### config.mk
export PLATFORM = sky130hd
export DESIGN_NAME = mxfp4_block_dequantizer
export DESIGN_NICKNAME = d
export VERILOG_FILES = /design/src/rtl/mxbd_pkg.sv /design/src/rtl/mxbd_lane.sv /design/src/rtl/mxfp4_block_dequantizer.sv
export SDC_FILE = /design/constraint.sdc
export NUM_CORES = 1
export LEC_CHECK = 0
export ABC_AREA = 1
export BUFFER_PORTS_ARGS = -buffer_cell sky130_fd_sc_hd__buf_4
export CAP_MARGIN = 10
export CORE_MARGIN = 10
export CORE_UTILIZATION = 52
export CTS_BUF_LIST = sky130_fd_sc_hd__clkbuf_16
export CTS_CLUSTER_SIZE = 20
export DETAILED_ROUTE_END_ITERATION = 8
export PLACE_DENSITY = 0.85
export SKIP_CTS_REPAIR_TIMING = 1
export SLEW_MARGIN = 15
export SYNTH_ARGS = -nofsm -noshare
export SYNTH_HDL_FRONTEND = slang
export SYNTH_HIERARCHICAL = 1
export SYNTH_SLANG_ARGS = --single-unit
### constraint.sdc
create_clock -name clk -period 2.6 [get_ports clk]
set_input_delay 0.52 -clock clk [delete_from_list [all_inputs] [get_ports clk]]
set_output_delay 0.52 -clock clk [all_outputs]
set_load 0.01 [all_outputs]
### src/rtl/mxbd_pkg.sv
// package: word types and constants for the mxfp4 block dequantiser
package mxbd_pkg;

  localparam logic [31:0] CANON_NAN = 32'h7FC00000;
  localparam logic [31:0] INF_BITS  = 32'h7F800000;
  localparam logic [7:0]  NAN_SCALE = 8'hFF;

  typedef struct packed {
    logic [7:0] packed_byte;
    logic [7:0] scale_code;
    logic       last_item;
  } in_word_t;

  typedef struct packed {
    logic [31:0] first_value;
    logic [31:0] second_value;
    logic        last_out;
  } out_word_t;

endpackage

### src/rtl/mxbd_lane.sv
// lane: decodes one e2m1 code with an e8m0 scale into float32 bits
module mxbd_lane (
  input  logic [3:0]  code,
  input  logic [7:0]  scale,
  output logic [31:0] value
);
  import mxbd_pkg::*;

  logic [1:0] k;
  logic       f;
  logic [9:0] biased;
  logic [2:0] sig;

  always_comb begin
    k      = code[2:1];
    f      = code[0] & (|code[2:1]);
    biased = {2'b00, scale} + {8'd0, k} - 10'd1;
    sig    = {2'b01, f};
    value  = '0;
    if (scale == NAN_SCALE) begin
      value = CANON_NAN;
    end else if (code[2:0] == 3'd0) begin
      value = {code[3], 31'd0};
    end else if (!biased[9] && biased[8:0] >= 9'd255) begin
      value = {code[3], 31'd0} | INF_BITS;
    end else if (!biased[9] && biased[8:0] >= 9'd1) begin
      value = {code[3], biased[7:0], f, 22'd0};
    end else if (!biased[9]) begin
      value = {code[3], 31'd0} | ({29'd0, sig} << 21);
    end else begin
      value = {code[3], 31'd0} | ({29'd0, sig} << 20);
    end
  end
endmodule

### src/rtl/mxfp4_block_dequantizer.sv
// top level: two decode lanes merged into one registered result word
// result strobe: out_valid is registered and rises in the cycle after start is accepted
// throughput: one byte per cycle, busy is always low
// reset: synchronous active-low rst_n clears nibble order and the strobe
// the receiver cannot stall; each result is shown for one cycle only
module mxfp4_block_dequantizer (
  input  logic                clk,
  input  logic                rst_n,
  input  logic                start,
  output logic                busy,
  input  mxbd_pkg::in_word_t  in_word,
  output logic                out_valid,
  output mxbd_pkg::out_word_t out_word,
  input  logic                cfg_we,
  input  logic                cfg_wdata
);
  import mxbd_pkg::*;

  logic        order_r;
  logic        valid_r;
  out_word_t   word_r;
  out_word_t   word_nxt;
  logic [31:0] lo_val;
  logic [31:0] hi_val;

  mxbd_lane u_lo (.code(in_word.packed_byte[3:0]), .scale(in_word.scale_code), .value(lo_val));
  mxbd_lane u_hi (.code(in_word.packed_byte[7:4]), .scale(in_word.scale_code), .value(hi_val));

  always_comb begin
    word_nxt.first_value  = order_r ? hi_val : lo_val;
    word_nxt.second_value = order_r ? lo_val : hi_val;
    word_nxt.last_out     = in_word.last_item;
  end

  always_ff @(posedge clk) begin
    if (!rst_n) begin
      order_r <= 1'b0;
      valid_r <= 1'b0;
    end else begin
      if (cfg_we) begin
        order_r <= cfg_wdata;
      end
      valid_r <= start;
    end
    if (start) begin
      word_r <= word_nxt;
    end
  end

  assign busy      = 1'b0;
  assign out_valid = valid_r;
  assign out_word  = word_r;

`ifndef SYNTHESIS
  a_strobe: assert property (@(posedge clk) disable iff (!rst_n)
    start |=> out_valid) else $error("missing strobe");
  a_last: assert property (@(posedge clk) disable iff (!rst_n)
    start |=> out_word.last_out == $past(in_word.last_item)) else $error("last flag lost");
  a_nan: assert property (@(posedge clk) disable iff (!rst_n)
    (start && in_word.scale_code == NAN_SCALE) |=> out_word.first_value == CANON_NAN)
    else $error("nan scale not propagated");
`endif
endmodule

**Word level (Yosys, flattened, before mapping)**

Cells that the tools add are included.

- Word-level logic and storage cells: 42
- Bits of input ports: 22
- Memory bits (read-only): 0
- Bits in latches: 0
- Output and inout port bits: 67
- Memories: 0
- Flip-flop bits (word level): 67
- Bits in writable memories: 0

- Multipliers: 0
- Add/subtract/negate cells: 4
- Eq/ne operators: 1
- Shifts and indexed selects: 0
- $lt $le $gt $ge: 4
- Bitwise gates (word level): 6
- Reductions and logical operators: 10
- Div/mod/pow operators: 0
- Multiplexer cells: 12

Operator list:

| operator | number |
|---|---|
| 32-bit 2-to-1 mux | 12 |
| 32-bit by 22-bit bitwise OR with 32-bit output | 2 |
| 32-bit by 23-bit bitwise OR with 32-bit output | 2 |
| 10-bit by 1-bit subtractor with 10-bit output, second input constant | 2 |
| 8-bit by 2-bit adder with 9-bit output | 2 |
| 9-bit by 1-bit greater-or-equal comparator with 1-bit output, second input constant | 2 |
| 9-bit by 8-bit greater-or-equal comparator with 1-bit output, second input constant | 2 |
| 8-bit equality test, second input constant | 1 |
| 3-bit logical NOT | 2 |
| 1-bit logical AND | 4 |
| 2-bit OR reduction | 2 |
| 1-bit AND | 2 |
| 1-bit logical NOT | 2 |

**Longest topological paths before layout**

Gate-level depths: netlist of the first run.

- Word-level depth: 9
- Mapped depth: 19
- Depth with buffers taken out: 19

**Cells and area by module**

Netlist of the first run, hierarchy kept.

Modules (own cells, without submodules):

| module | seq. area each (µm²) | cells each | area an instance (µm²) | times used |
|---|---|---|---|---|
| mxfp4_block_dequantizer | 1991.9 | 250 | 2788.9 | 1 |
| mxbd_lane | 0.0 | 169 | 996.0 | 2 |

**Least setup slack after synthesis of the first run**

No wires, ideal clock.

- Path kind: in2reg
- From: in in_word[15] (netlist name)
- To: reg word_r, in the netlist out_word[58] (data pin)
- Data required time: 2.332 ns
- Stages on the path: 17
- Data arrival time: 2.442 ns
- Library setup time: 0.268 ns
- Path buffers: 0
- Path slack: -0.110 ns
- Cell sequence: inv_1 > ha_1 > inv_1 > ha_1 > fa_1 > xnor2_1 > inv_1 > nor2_1 > nand3_2 > nor2_4 > nand3_4 > nand3_1 > nand2_1 > nand2_1 > nand2_1 > nand2_1 > o21ai_0

RTL lines:

| what | RTL line | source |
|---|---|---|
| start, declared | mxfp4_block_dequantizer.sv:11 | `input mxbd_pkg::in_word_t in_word,` |
| end signal, assigned | mxfp4_block_dequantizer.sv:46 | `word_r <= word_nxt;` |
| end, declared | mxfp4_block_dequantizer.sv:21 | `out_word_t word_r;` |

==> reports/qor.yml, run 1 <==
whs_endpoint: "out_word[0]"
cts_made_buffers: 9
setup_slack_ps: -42.0
violations: "setup timing"
initial_utilization_pct: 54.0
antenna_left: 0
stdcell_count: 798
required_ps: 2650
cts_tree: "done"
fin_crit_sh_pct: 102
synth_warnings: 6
p_int_mw: 2.55
rrSetupSlack_ps: 1140
grt_pass1_vias: 3820
clkTransAtPathRegs_ps: 50
nNetsFinal: 735
grt_max_degree: 70
worst-path-max-fanout: 8
cts.sinks: 67
dr.pass1.iters: 5
synth-main-ff-cell: "edfxtp_1"
reg2reg_depth: 3
min_from: "in_word[0]"
grt_pass1_wl_um: 17200
p_clk_share_pct: 35.5
vias: 3994
seq_area_frac_synth_pct: 41.7
leakagePower_nw: 2.87
max_cap_viol_count: 0
drcViolationCount: 0
regArea_sq_um: 2000
cts_buffer_depth: 2
drive_gt1_share_pct: 30.9
htreeDepth: 3
pwr-share-seq_pct: 37.9
synth.avg_cell_area_sq_um: 8.13
crit_arrival_ps: 2690
multi_input_area_sq_um: 2320
syn_inst: 588
fmax_ghz: 0.378
place_inst: 778
holdPathStages: 1
synth_seq_cells: 67
skew_ps: 5.13
synth-edff-count: 65
final_cell_area_sq_um: 5970
synth.distinct_cells: 30
worst_pin_slew_ps: 807
setup_viol: 7
gp_congestion: 0.872
wirelength_um: 10800
worstHoldPathType: "in2reg"
dp_hpwl_um: 8050
critPathCaptureType: "flop"
clock_latency_ps: 320
p_switching_mw: 1.04
rsz0062_at_grt: "yes"
cp-start-kind: "input pin"
numPortBuffers: 87
ioPinCount: 89
antennaDiodeCount: 0
dieArea_sq_um: 13400
avgRoutedWirePerCell_um: 13.6
core.rowCount: 34
placed_cell_area_sq_um: 5520
finalSetupTns_ps: -180
worstSetupPathType: "in2reg"
post-route-util_pct: 67.4
fillCellCount: 701
core-area_sq_um: 8850
power_frac_comb_pct: 26.6
dieWidth_um: 116
power.density_nw_per_um2: 601
status: "complete, but fails checks"
grt.overflow.total: 0
antenna_found_initial: 0
r2r-end: "out_word[16]"
via_per_inst: 5.01
syn_to_final_growth_pct: 24.8
hold_viol_final: 0
swShare_pct: 28.9
clockRootBuffer: "clkbuf_16"
globalRouteTotalUtil_pct: 15.8
r2r-start: "order_r"
dieHeight_um: 116
timing.slew.headroom_pct: 46.2
slew_viol_final: 0
async_flop_share_pct: 0
syn_area_sq_um: 4780
peakVddDrop_v: 0.000307
period_needed_ps: 2640
drtIter0Drc: 176
place_ws_ps: -379
[power groups by stage]
stage               logic [mW]  clock network [mW]  registers [mW]
floorplan                0.562                   0            1.41
global placement         0.853                   0            1.37
detailed placement       0.883                   0            1.38
CTS                      0.892                1.29            1.36
global route              1.07                1.34            1.37
finish                   0.953                1.27            1.36
[cell usage in the layout, fill, tap and decap left out, drive strengths merged]
cell type    n
nand2      143
buf        105
inv        101
edfxtp      65
nor2        50
nand3       44
a21oi       42
conb        41
o21ai       36
ha          26
clkbuf       9
nor3         6
clkinv       6
and3         4
bufinv       2
nand4        2
xnor2        2
nand3b       2
fa           2
dfxtp        2
[kinds of logic after synthesis]
group,count (synthesis),share of synthesized area (%)
AOI/OAI and AO/OA,78,8.32
xor gates and xnor gates,2,0.366
adders and majority gates,28,7.64
buffers and inverters,159,16.4
DFF,67,41.7
other,3,0.236
and+or+nand+nor,251,25.4
[state kept, by name, summed over array words and instances (netlist names)]
signal / count
order_r: 1
out_valid: 1
out_word: 65
[worst max-delay path by stage]
stage,from,endpoint,slack (ps)
2_1_floorplan,in_word[11],out_word[58],-2
3_3_place_gp,in_word[2],out_word[31],-300
3_5_place_dp,in_word[2],out_word[31],-380
4_1_cts,in_word[2],out_word[31],-80
5_1_grt,in_word[2],out_word[26],-210
6_report,in_word[11],out_word[58],-40
[synth_stat cells, drive strengths merged, types with 2 or more instances]
master	n	area share [%]
o21ai	36	3.8
clkinv	2	0.16
buf	56	8.3
xnor2	2	0.37
inv	100	7.9
nand4	2	0.26
fa	2	0.84
nand2	143	13
a21oi	42	4.6
nor3	6	0.84
conb	3	0.24
nand3	44	6.0
nand3b	2	0.31
nor2	50	4.3
and3	4	0.52
edfxtp	65	41
ha	26	6.8
dfxtp	2	0.84
[area by class of cell]
class	instances	share of cell area, %
clock buffers	9	3.78
clock inverters	7	1.53
inverters	102	6.54
multi-input cells	400	38.8
flip-flops and latches	67	33.5
well taps	108	2.27
repair buffers	105	13.6
[per-stage QoR]
step           power, mW  hold slack, ps
3_3_place_gp        2.23             701
5_1_grt             3.77             361
3_5_place_dp        2.26             701
2_1_floorplan       1.97             613
4_1_cts             3.54             366
6_report            3.58             374
[routing by layer]
layer / wire [um] / global-route usage (%) / part of all wire [%] / up-vias
met3: 753 / 4.08 / 7.0 / 23
met5: 0 / 0 / 0 / -
met2: 5330 / 27.9 / 49 / 155
met1: 4450 / 17.8 / 41 / 1817
li1: - / - / - / 1999
met4: 281 / 6.01 / 2.6 / 0
[worst max-delay path: stages]
cell	delay, ps
buf_4	90
inv_2	40
ha_4	250
inv_1	30
ha_2	170
fa_2	390
xnor2_2	190
inv_1	80
nor2_1	110
nand3_2	100
nor2_4	110
nand3_4	140
nand3_1	110
nand2_1	70
nand2_1	70
nand2_1	50
inv_1	90
o21ai_0	80
Note: power is estimated with default switching activity, not from simulation.
==> run 2: changes to the inputs <==
- SKIP_CTS_REPAIR_TIMING: 1 -> not set
==> run 2 against run 1 <==
  * The flow still finishes with violations (setup timing)
  * Critical path depth is the same
  * Die area is the same
  * Clock-buffer cell count is the same
  * Core utilization shrank 0.057 points
  * Non-clock buffer count shrank 1
  * Power is essentially flat
  * Global-route usage grew 0.17 points
  * Critical endpoint is now out_word[29]
==> reports/qor.yml, run 2 (synthesis results as in run 1) <==
syn_to_final_growth_pct: 24.7  # about the same
grt_use_met1_pct: 17.9  # +0.094 points
period_needed_ps: 2650  # +8.23 ps
wirelength_um: 10800  # about the same
slowest_delay_ps: 400  # about the same
gp_congestion: 0.872  # unchanged
dieWidth_um: 116  # unchanged
drive_gt1_share_pct: 30.8  # -0.10 points
vias: 3937  # -1.4%
pwr-share-seq_pct: 37.8  # about the same
grt_pass1_vias: 3870  # +1.3%
antennaDiodeCount: 0  # unchanged
avgRoutedWirePerCell_um: 13.6  # about the same
required_ps: 2650  # about the same
power_mw: 3.59  # about the same
clockRootBuffer: "clkbuf_16"
crit_start: "in_word[2]"
layout_common_cells: "nand2_1, buf_4, inv_1"
critPathCaptureType: "flop"
crit_family: "simple AND/OR/NAND/NOR gates"
drtIter0Drc: 213  # +21%
numPortBuffers: 87  # unchanged
antenna_found_initial: 0  # unchanged
max_cap_viol_count: 0  # unchanged
use_met3_pct: 4.13  # +0.052 points
placed_cell_area_sq_um: 5520  # unchanged
via_per_inst: 4.94  # -1.3%
clock_latency_ps: 330  # about the same
grt.overflow.total: 0  # unchanged
worstHoldPathType: "in2reg"
stdcell_count: 797  # -0.13%
clkTransAtPathRegs_ps: 50  # about the same
initial_utilization_pct: 54.0  # unchanged
rsz0062_at_grt: "yes"
rrSetupSlack_ps: 1140  # about the same
setup_viol: 10  # +3
p_switching_mw: 1.04  # +0.42%
drcViolationCount: 0  # unchanged
r2r-start: "order_r"
whs_ps: 372  # -2.15 ps
cpMaxStageDelayCell: "fa_2"
crit_arrival_ps: 2700  # about the same
largest_reg_flops: 65  # unchanged
cts_buffer_depth: 2  # unchanged
fillCellCount: 706  # +0.71%
worstPathCellList: "buf_8 > inv_4 > ha_4 > inv_2 > ha_4 > fa_2 > xnor2_2 > inv_1 > nor2_1 > nand3_2 > nor2_4 > nand3_4 > nand3_1 > nand2_1 > nand2_1 > nand2_1 > inv_1 > a21oi_1"
htreeDepth: 3  # unchanged
violations: "setup timing"
slew_viol_final: 0  # unchanged
hold_viol_final: 0  # unchanged
cts_made_buffers: 9  # unchanged
dieHeight_um: 116  # unchanged
nNetsFinal: 734  # -0.14%
timing.slew.headroom_pct: 46.3  # +0.085 points
fmax_ghz: 0.377  # -0.31%
antenna_left: 0  # unchanged
ioPinCount: 89  # unchanged
grt_max_degree: 70  # unchanged
r2r-end: "out_word[16]"
leakagePower_nw: 2.86  # -0.32%
endpoint: "out_word[29]"
status: "complete, but fails checks"
busiest_layer: "met2"
worst_pin_slew_ps: 806  # -1.27 ps
dr.pass1.iters: 6  # +1
mostFrequentLayoutCell: "nand2_1"
core.rowCount: 34  # unchanged
core-area_sq_um: 8850  # unchanged
met2_usage_pct: 28.3  # +0.42 points
skew_ps: 4.63  # -0.503 ps
dieArea_sq_um: 13400  # unchanged
globalRouteTotalUtil_pct: 15.9  # +0.17 points
final_cell_area_sq_um: 5960  # about the same
cts_tree: "done"
reg2reg_depth: 3  # unchanged
grt_pass1_wl_um: 17400  # +1.2%
cp-start-kind: "input pin"
fin_crit_sh_pct: 102  # +0.32 points
swShare_pct: 29.1  # +0.11 points
power_frac_comb_pct: 26.5  # about the same
cpMostUsedCell: "nand2_1"
cts_hold_buf: 0
peakVddDrop_v: 0.000310  # +0.93%
setup_slack_ps: -50.3  # -8.23 ps
critPathBufInv: 5  # unchanged
p_int_mw: 2.54  # -0.10%
dp_hpwl_um: 8050  # unchanged
cts.sinks: 67  # unchanged
place_inst: 778  # unchanged
power.density_nw_per_um2: 602  # +0.14%
path_depth: 18  # unchanged
p_clk_share_pct: 35.7  # +0.2 points
worstSetupPathType: "in2reg"
worst-path-max-fanout: 7  # -1
## run 2: changes by cell type in the layout (fill, tap and decap cells not counted), sizes merged
cell and delta:
buf -1
## run 2: how the worst min path moves through the flow
stage	startpoint	end	slack, ps	depth (start not counted)
6_report	in_word[0]	out_word[0]	370	1
5_1_grt	in_word[0]	out_word[0]	360	1
4_1_cts	in_word[0]	out_word[0]	370	1
3_5_place_dp	in_word[0]	out_word[0]	700	1
3_3_place_gp	in_word[0]	out_word[0]	700	1
2_1_floorplan	rst_n	out_valid	610	2
## run 2: timing repair
| action | in CTS | in global routing |
|---|---|---|
| setup endpoints to repair | 9 | 18 |
| endpoints found under the hold margin | 0 | 0 |
| pin swaps | 8 | 19 |
| resized for setup | 4 | 31 |
| setup buffers | 2 | 1 |
| gates cloned | 0 | 0 |
## run 2: final cells by class
cell class / count / area (sq um) / area share (%)
Multi-Input combinational cell: 400 / 2310 / 38.8
Sequential cell: 67 / 2000 / 33.5
Tap cell: 108 / 135 / 2.27
Clock buffer: 9 / 225 / 3.78
Inverter: 102 / 393 / 6.59
Timing Repair Buffer: 104 / 808 / 13.6
Clock inverter: 7 / 91.3 / 1.53
## run 2: routing by layer
metal / vias up / part of all wire [%] / routed length, um
met5: - / 0 / 0
met4: 0 / 2.4 / 256
met2: 134 / 50 / 5380
met3: 22 / 6.0 / 644
met1: 1790 / 42 / 4540
li1: 1991 / - / -
## run 2: power by group through the flow
stage                     Clock, mW  Combinational [mW]  Sequential, mW
after floorplan                   0               0.562            1.41
after global placement            0               0.853            1.37
after detailed placement          0               0.883            1.38
after CTS                      1.29               0.896            1.36
after global routing           1.34                1.06            1.37
final                          1.28               0.949            1.36
## run 2: per-stage QoR
stage                     TNS (ps)  worst slack [ps]  utilization, %
after floorplan              -4.91             -1.97               -
after global placement       -4570              -303            62.4
after detailed placement     -5890              -379            62.4
after CTS                        0              3.86            66.2
after global routing         -2130              -180            67.4
final                         -324             -50.3            67.4
==> run 3: changes to the inputs <==
- CORE_ASPECT_RATIO: not set -> 0.8
==> run 3 against run 2 <==
  * The run still ends with setup timing left
  * Sequential power is essentially flat
  * Final cell count grew 1.4%
  * Sequential cell count is the same
  * Via count grew 0.15%
  * Clock-buffer cell count is the same
  * Sequential share of layout area shrank 0.40 points
  * Cell area grew 1.2%
  * Maximum frequency grew 1.1%
  * Highest routed layer unchanged
==> reports/qor.yml, run 3 (synthesis results as in run 1) <==
status: "complete, but fails checks"
violations: "setup timing"
leakagePower_nw: 2.89  # +1.1%
timing.slew.headroom_pct: 46.4  # +0.15 points
syn_to_final_growth_pct: 26.2
cp-start-kind: "input pin"
period_needed_ps: 2620  # -29.9 ps
clock_latency_ps: 330  # about the same
setup_slack_ps: -20.3  # +29.9 ps
final_cell_area_sq_um: 6030  # +1.2%
mostFrequentLayoutCell: "buf_4"
dp_hpwl_um: 8460  # +5.0%
dieWidth_um: 127  # +9.8%
routed-wl-met3_um: 871  # +35%
dr.pass1.iters: 6  # unchanged
fmax_ghz: 0.382  # +1.1%
grt.overflow.total: 0  # unchanged
top_layer: "met4"
place_ws_ps: -397  # -18.6 ps
wirelength_um: 11100  # +2.8%
core-area_sq_um: 9000  # +1.7%
max_cap_viol_count: 0  # unchanged
power.density_nw_per_um2: 605  # +0.50%
gp_congestion: 0.881  # +1.1%
required_ps: 2640  # about the same
crit_start: "in_word[2]"
layout_common_cells: "buf_4, nand2_1, inv_1"
rsz0062_at_grt: "yes"
r2r-start: "order_r"
dieHeight_um: 106  # -8.7%
cts.sinks: 67  # unchanged
endpoint: "out_word[28]"
finalSetupTns_ps: -34.0  # +290 ps
cts_made_buffers: 9  # unchanged
drive_gt1_share_pct: 32.8  # +2.0 points
wl_met2_um: 5570  # +3.5%
hold_viol_final: 0  # unchanged
worst-path-max-fanout: 8  # +1
grt_max_degree: 68  # -2.9%
worstSetupPathType: "in2reg"
antennaDiodeCount: 0  # unchanged
cts_hold_buf: 0  # unchanged
cts_buffer_depth: 2  # unchanged
core.rowCount: 31  # -8.8%
largest_reg_flops: 65  # unchanged
placed_cell_area_sq_um: 5540  # +0.34%
grt_pass1_wl_um: 17800  # +1.8%
numPortBuffers: 87  # unchanged
whs_ps: 366  # -6.15 ps
initial_utilization_pct: 53.1  # -0.90 points
clkTransAtPathRegs_ps: 60  # about the same
htreeDepth: 3  # unchanged
peakVddDrop_v: 0.000346  # +11%
globalRouteTotalUtil_pct: 15.9  # -0.048 points
setup_viol: 2  # -8
critPathCaptureType: "flop"
worst_pin_slew_ps: 804  # -2.24 ps
crit_arrival_ps: 2660  # -40 ps
antenna_left: 0  # unchanged
cts_tree: "done"
stdcell_count: 808  # +1.4%
vias: 3943  # +0.15%
slew_viol_final: 0  # unchanged
via_per_inst: 4.88  # -1.2%
dieArea_sq_um: 13500  # +0.17%
reg2reg_depth: 3  # unchanged
skew_ps: 5.41  # +0.782 ps
clockRootBuffer: "clkbuf_16"
antenna_found_initial: 0  # unchanged
avgRoutedWirePerCell_um: 13.8  # +1.4%
worstHoldPathType: "in2reg"
place_inst: 788  # +1.3%
drtIter0Drc: 361  # +69%
r2r-end: "out_word[12]"
drcViolationCount: 0  # unchanged
ioPinCount: 89  # unchanged
grt_pass1_vias: 3777  # -2.4%
fin_crit_sh_pct: 101  # -1.2 points
nNetsFinal: 738  # +0.54%
wirelength_met1_um: 4430  # -2.4%
rrSetupSlack_ps: 1000  # -140 ps
==> run 3: timing repair <==
action	4_1_cts	5_1_grt
gates resized for setup	7	41
pin swaps	9	22
setup buffers	3	1
setup endpoints to repair	7	19
==> run 3: area by class of cell <==
type                            count  area (sq um)
Fill cell                         696          2970
Multi-Input combinational cell    400          2350
Sequential cell                    67          2000
Timing Repair Buffer              108           826
Inverter                          102           390
Clock buffer                        9           225
Tap cell                          115           144
Clock inverter                      7           100
==> run 3: per-layer routing <==
metal,up-vias,GRT usage (%)
met5,-,0
met2,128,27.5
met4,0,5.76
li1,2006,-
met3,22,4.51
met1,1787,18.3
==> run 3: worst max-delay path, cell delays in order <==
cell	delay [ps]
buf_8	90
inv_4	30
ha_4	240
inv_2	30
ha_4	150
fa_2	370
xnor2_2	160
inv_1	80
nor2_2	120
nand3_2	90
nor2_4	140
nand3_4	150
nand3_2	100
nand2_2	50
nand2_1	60
nand2_1	90
nor2_1	130
a21oi_1	50
==> run 3: worst min path at each step <==
stage / start / to / slack [ps] / cells past startpoint
6_report: in_word[0] / out_word[0] / 370 / 1
5_1_grt: in_word[0] / out_word[0] / 360 / 1
4_1_cts: in_word[0] / out_word[0] / 360 / 1
3_5_place_dp: in_word[0] / out_word[0] / 700 / 1
3_3_place_gp: in_word[0] / out_word[0] / 700 / 1
2_1_floorplan: rst_n / out_valid / 610 / 2
==> run 3: power by group <==
part | total (mW) | switching [mW] | internal (mW)
clock | 1.31 | 0.462 | 0.845
sequential | 1.36 | 0.0492 | 1.31
combinational | 0.981 | 0.569 | 0.412
total | 3.65 | 1.08 | 2.57
==> run 3: per-stage QoR <==
| step | util (%) | total power, mW |
|---|---|---|
| global placement | 61.5 | 2.24 |
| finish | 67.0 | 3.65 |
| floorplan | - | 1.97 |
| global route | 67.0 | 3.83 |
| CTS | 65.6 | 3.60 |
| detailed placement | 61.5 | 2.27 |
